--- config.mk ---
export PLATFORM = sky130hd
export DESIGN_NAME = lcd_mode_timing_sequencer
export DESIGN_NICKNAME = d
export VERILOG_FILES = /design/src/hw/rtl/lmts_pkg.sv /design/src/hw/rtl/lcd_mode_timing_sequencer.sv /design/src/hw/rtl/lmts_cfg_regs.sv /design/src/hw/rtl/lmts_timing_core.sv
export VERILOG_INCLUDE_DIRS = /design/src /design/src/hw/rtl
export SDC_FILE = /design/constraint.sdc
export NUM_CORES = 1
export LEC_CHECK = 0
export ABC_CLOCK_PERIOD_IN_PS = 12900
export BUFFER_PORTS_ARGS = -buffer_cell sky130_fd_sc_hd__buf_2
export CELL_PAD_IN_SITES_DETAIL_PLACEMENT = 1
export CELL_PAD_IN_SITES_GLOBAL_PLACEMENT = 1
export CORE_ASPECT_RATIO = 0.5
export CORE_MARGIN = 4
export CORE_UTILIZATION = 34
export CTS_BUF_LIST = sky130_fd_sc_hd__clkbuf_8
export CTS_CLUSTER_DIAMETER = 30
export DETAILED_ROUTE_END_ITERATION = 16
export GPL_TIMING_DRIVEN = 0
export HOLD_SLACK_MARGIN = 0.08
export PLACE_DENSITY = 0.66
export SETUP_SLACK_MARGIN = 0.02
export SYNTH_ARGS = -nofsm -noshare
export SYNTH_HDL_FRONTEND = slang
export SYNTH_SLANG_ARGS = --single-unit
--- constraint.sdc ---
create_clock -name i_clk -period 12.9 [get_ports i_clk]
set_input_delay 1.29 -clock i_clk [delete_from_list [all_inputs] [get_ports i_clk]]
set_output_delay 1.29 -clock i_clk [all_outputs]
set_load 0.1 [all_outputs]
--- src/hw/rtl/assert_macros.svh ---
// ============================================================================
// Assertion macros
// Shared concurrent assertion helpers for the RTL. Empty when SYNTH is set.
// ============================================================================
`ifndef ASSERT_MACROS_SVH
`define ASSERT_MACROS_SVH

`ifndef SYNTH

// Same-cycle implication, checked at every rising edge outside reset.
`define ASSERT_IMPLIES(name, clk, rst_n, ante, cons) \
    name: assert property (@(posedge clk) disable iff (!(rst_n)) (ante) |-> (cons)) \
        else $error("assertion failed: implication");

// Next-cycle implication, checked at every rising edge outside reset.
`define ASSERT_NEXT(name, clk, rst_n, ante, cons) \
    name: assert property (@(posedge clk) disable iff (!(rst_n)) (ante) |=> (cons)) \
        else $error("assertion failed: next-cycle implication");

`else

`define ASSERT_IMPLIES(name, clk, rst_n, ante, cons)
`define ASSERT_NEXT(name, clk, rst_n, ante, cons)

`endif

`endif

--- src/hw/rtl/lmts_pkg.sv ---
// ============================================================================
// lmts_pkg
// Types and timing constants shared by the LCD mode timing sequencer.
// ============================================================================
`default_nettype none

package lmts_pkg;

    // Phase lengths in cycles
    localparam int unsigned SEARCH_CYCLES   = 80;
    localparam int unsigned TRANSFER_CYCLES = 172;
    localparam int unsigned HBLANK_CYCLES   = 204;
    localparam int unsigned LINE_CYCLES     = SEARCH_CYCLES + TRANSFER_CYCLES + HBLANK_CYCLES;

    // Line numbers
    localparam int unsigned VISIBLE_LINES = 144;
    localparam int unsigned LAST_LINE_END = 154;

    // Field widths
    localparam int unsigned ELAPSED_W = 8;
    localparam int unsigned LINE_W    = 8;
    localparam int unsigned CNT_W     = 10;
    localparam int unsigned CFG_IDX_W = 2;
    localparam int unsigned CFG_DAT_W = 8;

    // Display modes
    typedef enum logic [1:0] {
        MODE_HBLANK   = 2'd0,
        MODE_VBLANK   = 2'd1,
        MODE_SEARCH   = 2'd2,
        MODE_TRANSFER = 2'd3
    } t_mode;

    // Configuration register indexes
    typedef enum logic [CFG_IDX_W-1:0] {
        CFG_COMPARE_LINE   = 2'd0,
        CFG_HBLANK_REQ_EN  = 2'd1,
        CFG_MATCH_REQ_EN   = 2'd2,
        CFG_UNUSED         = 2'd3
    } t_cfg_idx;

    // Configuration registers as seen by the sequencer
    typedef struct packed {
        logic [LINE_W-1:0] compare_line;
        logic              hblank_req_en;
        logic              match_req_en;
    } t_cfg;

    // One result of a time step
    typedef struct packed {
        t_mode             mode;
        logic [LINE_W-1:0] line;
        logic              line_end;
        logic              frame_done;
        logic              vblank_req;
        logic              status_req;
        logic              line_match;
    } t_result;

endpackage

`default_nettype wire

--- src/hw/rtl/lcd_mode_timing_sequencer.sv ---
// LCD mode timing sequencer. Each input transfer carries the cycles elapsed
// since the last step; the block adds them to its cycle counter, makes at most
// one mode change (object search, pixel transfer, horizontal blank, vertical
// blank) and returns one result per input. Throughput is one item per clock
// while the result is not stalled: the step is a single add, compare and
// constant remainder between the input register and the result register,
// and the sequencer state updates in that same cycle, so back-to-back items
// see each other's state. A stalled result holds while the input register
// keeps taking one more item. Configuration writes are always ready and
// take effect on the next step.
// ============================================================================
// lcd_mode_timing_sequencer
// Top level: input register, timing core, config registers, result register.
// ============================================================================
`default_nettype none

`include "assert_macros.svh"

module lcd_mode_timing_sequencer (
    input  wire logic                            i_clk,
    input  wire logic                            i_rst_n,
    // Input channel
    input  wire logic                            i_in_valid,
    output logic                                 o_in_stall,
    input  wire logic [lmts_pkg::ELAPSED_W-1:0]  i_elapsed_cycles,
    // Output channel
    output logic                                 o_out_valid,
    input  wire logic                            i_out_stall,
    output logic [1:0]                           o_mode,
    output logic [lmts_pkg::LINE_W-1:0]          o_line,
    output logic                                 o_line_end,
    output logic                                 o_frame_done,
    output logic                                 o_vblank_request,
    output logic                                 o_status_request,
    output logic                                 o_line_match,
    // Configuration write channel
    input  wire logic                            i_cfg_valid,
    output logic                                 o_cfg_ready,
    input  wire logic [lmts_pkg::CFG_IDX_W-1:0]  i_cfg_index,
    input  wire logic [lmts_pkg::CFG_DAT_W-1:0]  i_cfg_data
);
    import lmts_pkg::*;

    logic                 r_s1_valid;
    logic [ELAPSED_W-1:0] r_s1_elapsed;
    logic                 r_out_valid;
    t_result              r_out;

    logic    out_adv;
    logic    s1_adv;
    logic    step;
    t_cfg    cfg;
    t_result step_result;

    // Handshake: result register frees when empty or taken
    assign out_adv    = !r_out_valid || !i_out_stall;
    assign s1_adv     = !r_s1_valid || out_adv;
    assign step       = r_s1_valid && out_adv;
    assign o_in_stall = !s1_adv;
    assign o_cfg_ready = 1'b1;

    // Configuration registers
    lmts_cfg_regs u_cfg (
        .i_clk      (i_clk),
        .i_rst_n    (i_rst_n),
        .i_wr_en    (i_cfg_valid),
        .i_wr_index (i_cfg_index),
        .i_wr_data  (i_cfg_data),
        .o_cfg      (cfg)
    );

    // Sequencer state and step logic
    lmts_timing_core u_core (
        .i_clk     (i_clk),
        .i_rst_n   (i_rst_n),
        .i_step    (step),
        .i_elapsed (r_s1_elapsed),
        .i_cfg     (cfg),
        .o_result  (step_result)
    );

    // Input register
    always_ff @(posedge i_clk) begin
        if (!i_rst_n) begin
            r_s1_valid <= 1'b0;
        end else if (s1_adv) begin
            r_s1_valid <= i_in_valid;
        end
        if (s1_adv && i_in_valid) begin
            r_s1_elapsed <= i_elapsed_cycles;
        end
    end

    // Result register
    always_ff @(posedge i_clk) begin
        if (!i_rst_n) begin
            r_out_valid <= 1'b0;
        end else if (out_adv) begin
            r_out_valid <= r_s1_valid;
        end
        if (step) begin
            r_out <= step_result;
        end
    end

    assign o_out_valid      = r_out_valid;
    assign o_mode           = r_out.mode;
    assign o_line           = r_out.line;
    assign o_line_end       = r_out.line_end;
    assign o_frame_done     = r_out.frame_done;
    assign o_vblank_request = r_out.vblank_req;
    assign o_status_request = r_out.status_req;
    assign o_line_match     = r_out.line_match;

    // Vertical blank entry lands on line 144 in vblank mode
    `ASSERT_IMPLIES(a_vblank_entry, i_clk, i_rst_n, r_out_valid && r_out.vblank_req,
        r_out.mode == MODE_VBLANK && r_out.line == LINE_W'(VISIBLE_LINES))
    // Status request only on entry to horizontal blank
    `ASSERT_IMPLIES(a_status_mode, i_clk, i_rst_n, r_out_valid && r_out.status_req,
        r_out.mode == MODE_HBLANK)
    // Line end leads to object search or vertical blank
    `ASSERT_IMPLIES(a_line_end_mode, i_clk, i_rst_n, r_out_valid && r_out.line_end,
        r_out.mode == MODE_SEARCH || r_out.mode == MODE_VBLANK)

endmodule

`default_nettype wire

--- src/hw/rtl/lmts_cfg_regs.sv ---
// ============================================================================
// lmts_cfg_regs
// Configuration register file: compare line and status request enables.
// ============================================================================
`default_nettype none

module lmts_cfg_regs (
    input  wire logic                            i_clk,
    input  wire logic                            i_rst_n,
    input  wire logic                            i_wr_en,
    input  wire logic [lmts_pkg::CFG_IDX_W-1:0]  i_wr_index,
    input  wire logic [lmts_pkg::CFG_DAT_W-1:0]  i_wr_data,
    output lmts_pkg::t_cfg                       o_cfg
);
    import lmts_pkg::*;

    t_cfg r_cfg;

    // Register writes; unused index is dropped
    always_ff @(posedge i_clk) begin
        if (!i_rst_n) begin
            r_cfg <= '0;
        end else if (i_wr_en) begin
            unique case (t_cfg_idx'(i_wr_index))
                CFG_COMPARE_LINE:  r_cfg.compare_line  <= i_wr_data[LINE_W-1:0];
                CFG_HBLANK_REQ_EN: r_cfg.hblank_req_en <= i_wr_data[0];
                CFG_MATCH_REQ_EN:  r_cfg.match_req_en  <= i_wr_data[0];
                default: begin
                end
            endcase
        end
    end

    assign o_cfg = r_cfg;

endmodule

`default_nettype wire

--- src/hw/rtl/lmts_timing_core.sv ---
// ============================================================================
// lmts_timing_core
// Mode, line and cycle counter state with the combinational step logic.
// ============================================================================
`default_nettype none

`include "assert_macros.svh"

module lmts_timing_core (
    input  wire logic                            i_clk,
    input  wire logic                            i_rst_n,
    input  wire logic                            i_step,
    input  wire logic [lmts_pkg::ELAPSED_W-1:0]  i_elapsed,
    input  wire lmts_pkg::t_cfg                  i_cfg,
    output lmts_pkg::t_result                    o_result
);
    import lmts_pkg::*;

    localparam logic [CNT_W-1:0]  C_SEARCH    = CNT_W'(SEARCH_CYCLES);
    localparam logic [CNT_W-1:0]  C_TRANSFER  = CNT_W'(TRANSFER_CYCLES);
    localparam logic [CNT_W-1:0]  C_TRANSFER2 = CNT_W'(2 * TRANSFER_CYCLES);
    localparam logic [CNT_W-1:0]  C_HBLANK    = CNT_W'(HBLANK_CYCLES);
    localparam logic [CNT_W-1:0]  C_HBLANK2   = CNT_W'(2 * HBLANK_CYCLES);
    localparam logic [CNT_W-1:0]  C_LINE      = CNT_W'(LINE_CYCLES);
    localparam logic [LINE_W-1:0] C_VISIBLE   = LINE_W'(VISIBLE_LINES);
    localparam logic [LINE_W-1:0] C_LAST      = LINE_W'(LAST_LINE_END);

    // Remainder by 80 = 16 * 5: low nibble kept, upper bits reduced mod 5
    // with a multiply by 13/64 (exact for values below 64).
    function automatic logic [CNT_W-1:0] mod_search(input logic [CNT_W-1:0] x);
        logic [5:0] hi;
        logic [9:0] prod;
        logic [3:0] q;
        logic [5:0] r;
        hi   = x[CNT_W-1:4];
        prod = 10'(hi) * 10'd13;
        q    = prod[9:6];
        r    = hi - (6'(q) * 6'd5);
        return {r, x[3:0]};
    endfunction

    t_mode             r_mode;
    logic [LINE_W-1:0] r_line;
    logic [CNT_W-1:0]  r_cnt;

    t_mode             n_mode;
    logic [LINE_W-1:0] n_line;
    logic [CNT_W-1:0]  n_cnt;
    logic [CNT_W-1:0]  sum;
    logic [LINE_W-1:0] line_inc;
    logic              line_end;
    logic              frame_done;
    logic              vblank_req;
    logic              status_req;

    assign sum      = r_cnt + CNT_W'(i_elapsed);
    assign line_inc = r_line + LINE_W'(1);

    // Step: add elapsed cycles, at most one mode change
    always_comb begin
        n_mode     = r_mode;
        n_line     = r_line;
        n_cnt      = sum;
        line_end   = 1'b0;
        frame_done = 1'b0;
        vblank_req = 1'b0;
        status_req = 1'b0;
        unique case (r_mode)
            MODE_HBLANK: begin
                if (sum >= C_HBLANK) begin
                    n_cnt    = (sum >= C_HBLANK2) ? sum - C_HBLANK2 : sum - C_HBLANK;
                    n_line   = line_inc;
                    line_end = 1'b1;
                    if (line_inc >= C_VISIBLE) begin
                        n_mode     = MODE_VBLANK;
                        vblank_req = 1'b1;
                    end else begin
                        n_mode = MODE_SEARCH;
                    end
                end
            end
            MODE_VBLANK: begin
                if (sum >= C_LINE) begin
                    n_cnt  = sum - C_LINE;
                    n_line = line_inc;
                    if (line_inc >= C_LAST) begin
                        n_line     = '0;
                        frame_done = 1'b1;
                        n_mode     = MODE_SEARCH;
                    end
                end
            end
            MODE_SEARCH: begin
                if (sum >= C_SEARCH) begin
                    n_cnt  = mod_search(sum);
                    n_mode = MODE_TRANSFER;
                end
            end
            MODE_TRANSFER: begin
                if (sum >= C_TRANSFER) begin
                    // sum stays below three transfer lengths
                    n_cnt      = (sum >= C_TRANSFER2) ? sum - C_TRANSFER2
                                                      : sum - C_TRANSFER;
                    n_mode     = MODE_HBLANK;
                    status_req = i_cfg.hblank_req_en |
                                 (i_cfg.match_req_en & (r_line == i_cfg.compare_line));
                end
            end
        endcase
    end

    // Sequencer state
    always_ff @(posedge i_clk) begin
        if (!i_rst_n) begin
            r_mode <= MODE_SEARCH;
            r_line <= '0;
            r_cnt  <= '0;
        end else if (i_step) begin
            r_mode <= n_mode;
            r_line <= n_line;
            r_cnt  <= n_cnt;
        end
    end

    assign o_result = '{
        mode:       n_mode,
        line:       n_line,
        line_end:   line_end,
        frame_done: frame_done,
        vblank_req: vblank_req,
        status_req: status_req,
        line_match: (n_line == i_cfg.compare_line)
    };

    // Counter never holds a full line or more
    `ASSERT_IMPLIES(a_cnt_bound, i_clk, i_rst_n, 1'b1, r_cnt < C_LINE)
    // Frame end restarts at line 0 in object search
    `ASSERT_NEXT(a_frame_wrap, i_clk, i_rst_n, i_step && frame_done,
        r_line == '0 && r_mode == MODE_SEARCH)
    // Vertical blank only on lines 144 to 153
    `ASSERT_IMPLIES(a_vblank_lines, i_clk, i_rst_n, r_mode == MODE_VBLANK,
        r_line >= C_VISIBLE && r_line < C_LAST)

endmodule

`default_nettype wire

==> impl_metrics.env <==
export IMPL_root_buffer="clkbuf_8"
export IMPL_fin_tns_setup_ns=0
export IMPL_cpMostUsedCell="ha_1"
export IMPL_totalWireLength_microns=18360
export IMPL_dieWidth_microns=183.5
export IMPL_h_tree_depth=2
export IMPL_seq_area_frac_synth_pct=25.42
export IMPL_hpwl_microns=14280
export IMPL_grt_max_degree=18
export IMPL_drive_gt1_share_pct=14.74
export IMPL_r2r_end="u_core.r_cnt[7]"
export IMPL_cts_sinks=55
export IMPL_cp_max_fo=10
export IMPL_syn_nets=698
export IMPL_startpoint="r_s1_elapsed[0]"
export IMPL_final_cells=883
export IMPL_rsz0062_at_grt="false"
export IMPL_core_area_sq_um=14780
export IMPL_period_needed_ns=7.298
export IMPL_synth_most_common_cell="nand2_1"
export IMPL_wl_per_cell_microns=20.79
export IMPL_drv_slew=0
export IMPL_gp_congestion=0.9108
export IMPL_cp_start_kind="flop"
export IMPL_grt_use_total_pct=21.30
export IMPL_syn2layout_area_growth_pct=10.34
export IMPL_fillCellCount=1814
export IMPL_synth_area_top_cells="edfxtp_1, dfxtp_1, ha_1"
export IMPL_yosysTopAreaCellShare_pct=13.19
export IMPL_period_share_pct=56.57
export IMPL_synth_area_leader_cell="edfxtp_1"
export IMPL_required_ns=13.10
export IMPL_nets=744
export IMPL_hold_ws_ns=0.4805
export IMPL_hold_buffers=0
export IMPL_slowest_delay_ns=0.49
export IMPL_grt_pass1_vias=5201
export IMPL_cts_buffers=5
export IMPL_synthFlopType="dfxtp_1"
export IMPL_cp_slowest_cell="fa_1"
export IMPL_io_buffers=38
export IMPL_fmax_mhz=137.0
export IMPL_ys_types=88
export IMPL_ctsResizeCount=0
export IMPL_first_iter_violations=422
export IMPL_avgSynthCellArea_sq_um=8.209
export IMPL_overflow=0
export IMPL_drtAntennaViolNets=0
export IMPL_worst_pin_slew_ns=0.8759
export IMPL_status="finished, final reports clean"
export IMPL_synth_cells=638
export IMPL_crit_end="u_core.r_cnt[7]"
export IMPL_cts_path_max_buffers=2
export IMPL_initial_core_util_pct=35.44
export IMPL_antenna_cells=0
export IMPL_timing_rr_start="r_s1_elapsed[0]"
export IMPL_max_slew_margin_pct=40.99
export IMPL_yosysWarnings=0
export IMPL_dp_cells=875
export IMPL_r2r_cells=27
export IMPL_critical_path_top_delay_family="adder cells"
export IMPL_ys_ff_latch=55
export IMPL_skew_ns=0.01249
export IMPL_cap_violations=0
export IMPL_cts_tree="built"
export IMPL_r2r_slack_ns=5.60
export IMPL_die_height_microns=95.76
export IMPL_cp_num_cells=27
export IMPL_grt_pass1_wl_microns=29530
export IMPL_hp_class="reg2reg"
export IMPL_drc=0
export IMPL_synthTopCellsByCount="nand2_1, nor2_1, a21oi_1, o21ai_0"
export IMPL_setup_viol=0
export IMPL_antenna_found_initial=0
export IMPL_via_count=5110
export IMPL_rows=31
export IMPL_die_area_sq_um=17570
export IMPL_synth_edf_count=23
export IMPL_dr_pass1_iters=5
export IMPL_clkTransAtPathRegs_ns=0.10
export IMPL_io_pins=41
export IMPL_syn_area_sq_um=5238
export IMPL_via_per_inst=5.787
export IMPL_endpoint_kind="flop"
export IMPL_clk_latency_ns=0.33
export IMPL_synthArstFlopShare_pct=0
export IMPL_hold_viol=0
export IMPL_crit_buf_inv=4
export IMPL_arrival_ns=7.50
export IMPL_criticalPathCategory="reg2reg"
export IMPL_postCtsSetupBuffers=0
per-stage QoR:
stage / cell area, sq um / util, % / setup slack (ns)
2_1_floorplan: 5238 / - / 6.889
3_3_place_gp: 5675 / 38.40 / 5.896
3_5_place_dp: 5690 / 38.51 / 5.710
4_1_cts: 5779 / 39.11 / 5.669
5_1_grt: 5779 / 39.11 / 5.258
6_report: 5779 / 39.11 / 5.602
worst min-delay path by stage:
| stage | from | to | slack [ns] | cells after the start |
|---|---|---|---|---|
| 5_1_grt | u_core.r_cnt[0] | u_core.r_cnt[0] | 0.50 | 2 |
| 4_1_cts | u_core.r_cnt[0] | u_core.r_cnt[0] | 0.47 | 2 |
| 6_report | u_core.r_cnt[0] | u_core.r_cnt[0] | 0.48 | 2 |
| 3_5_place_dp | u_core.r_cnt[0] | u_core.r_cnt[0] | 0.46 | 2 |
| 2_1_floorplan | u_core.r_cnt[0] | u_core.r_cnt[0] | 0.44 | 2 |
| 3_3_place_gp | u_core.r_cnt[0] | u_core.r_cnt[0] | 0.45 | 2 |
tightest hold or removal path: cells and delay by family, from the launching register on:
| family | cells | cell delay [ns] |
|---|---|---|
| flip-flops | 1 | 0.33 |
| AO/OA/AOI/OAI | 1 | 0.05 |
| AND/OR/NAND/NOR | 1 | 0.06 |
final cells by class:
type	instances	area, sq um	share of cell area, %
multi-input combinational	510	3595	62.20
sequential	55	1331	23.04
tap	198	247.7	4.287
timing repair buffer	39	205.2	3.551
buffer	40	187.7	3.247
inverter	33	123.9	2.143
clock buffer	5	68.82	1.191
clock inverter	3	20.02	0.3464
routing by layer:
| metal | vias to the layer above | GRT usage [%] | part of all wire (%) |
|---|---|---|---|
| met5 | - | 0 | 0 |
| met4 | 0 | 5.019 | 1.6 |
| met3 | 23 | 1.888 | 3.9 |
| met2 | 148 | 35.71 | 45 |
| met1 | 2505 | 30.03 | 49 |
| li1 | 2434 | - | - |
logic make-up (layout without fill, tap and decap cells):
kind of cell / count (synthesis) / count (layout) / share of synthesized area (%)
xor gates and xnor gates: 46 / 46 / 8.696
DFF: 55 / 55 / 25.42
other: 1 / 1 / 0.07160
AOI/OAI and AO/OA: 200 / 200 / 27.93
buffers and inverters: 73 / 120 / 5.948
adders and majority gates: 37 / 37 / 9.412
muxes: 21 / 21 / 4.037
and+or+nand+nor: 205 / 205 / 18.49
cell usage in the layout, fill, tap and decap left out, types with 8 or more instances in the layout:
master,Yosys,final
xor2_1,9,9
mux2i_1,20,20
nor2_1,57,57
clkbuf_1,19,19
nand3_1,12,12
a21oi_1,47,47
o21ai_0,42,42
xnor2_1,33,33
buf_2,9,47
o211ai_1,8,8
edfxtp_1,23,23
nor3_1,16,16
nand2_1,65,65
ha_1,33,33
inv_1,25,26
dfxtp_1,32,32
or3_1,9,9
sequential cells by signal, summed over array words and instances, names as in the netlist, 2 cells and up:
signal / flops
o_line: 8
o_mode: 2
r_s1_elapsed: 8
u_cfg.o_cfg: 10
u_core.r_cnt: 10
u_core.r_line: 8
u_core.r_mode: 2
Power is not shown: default switching activity piles up to over one toggle a cycle in this logic, so the estimate is an artifact.
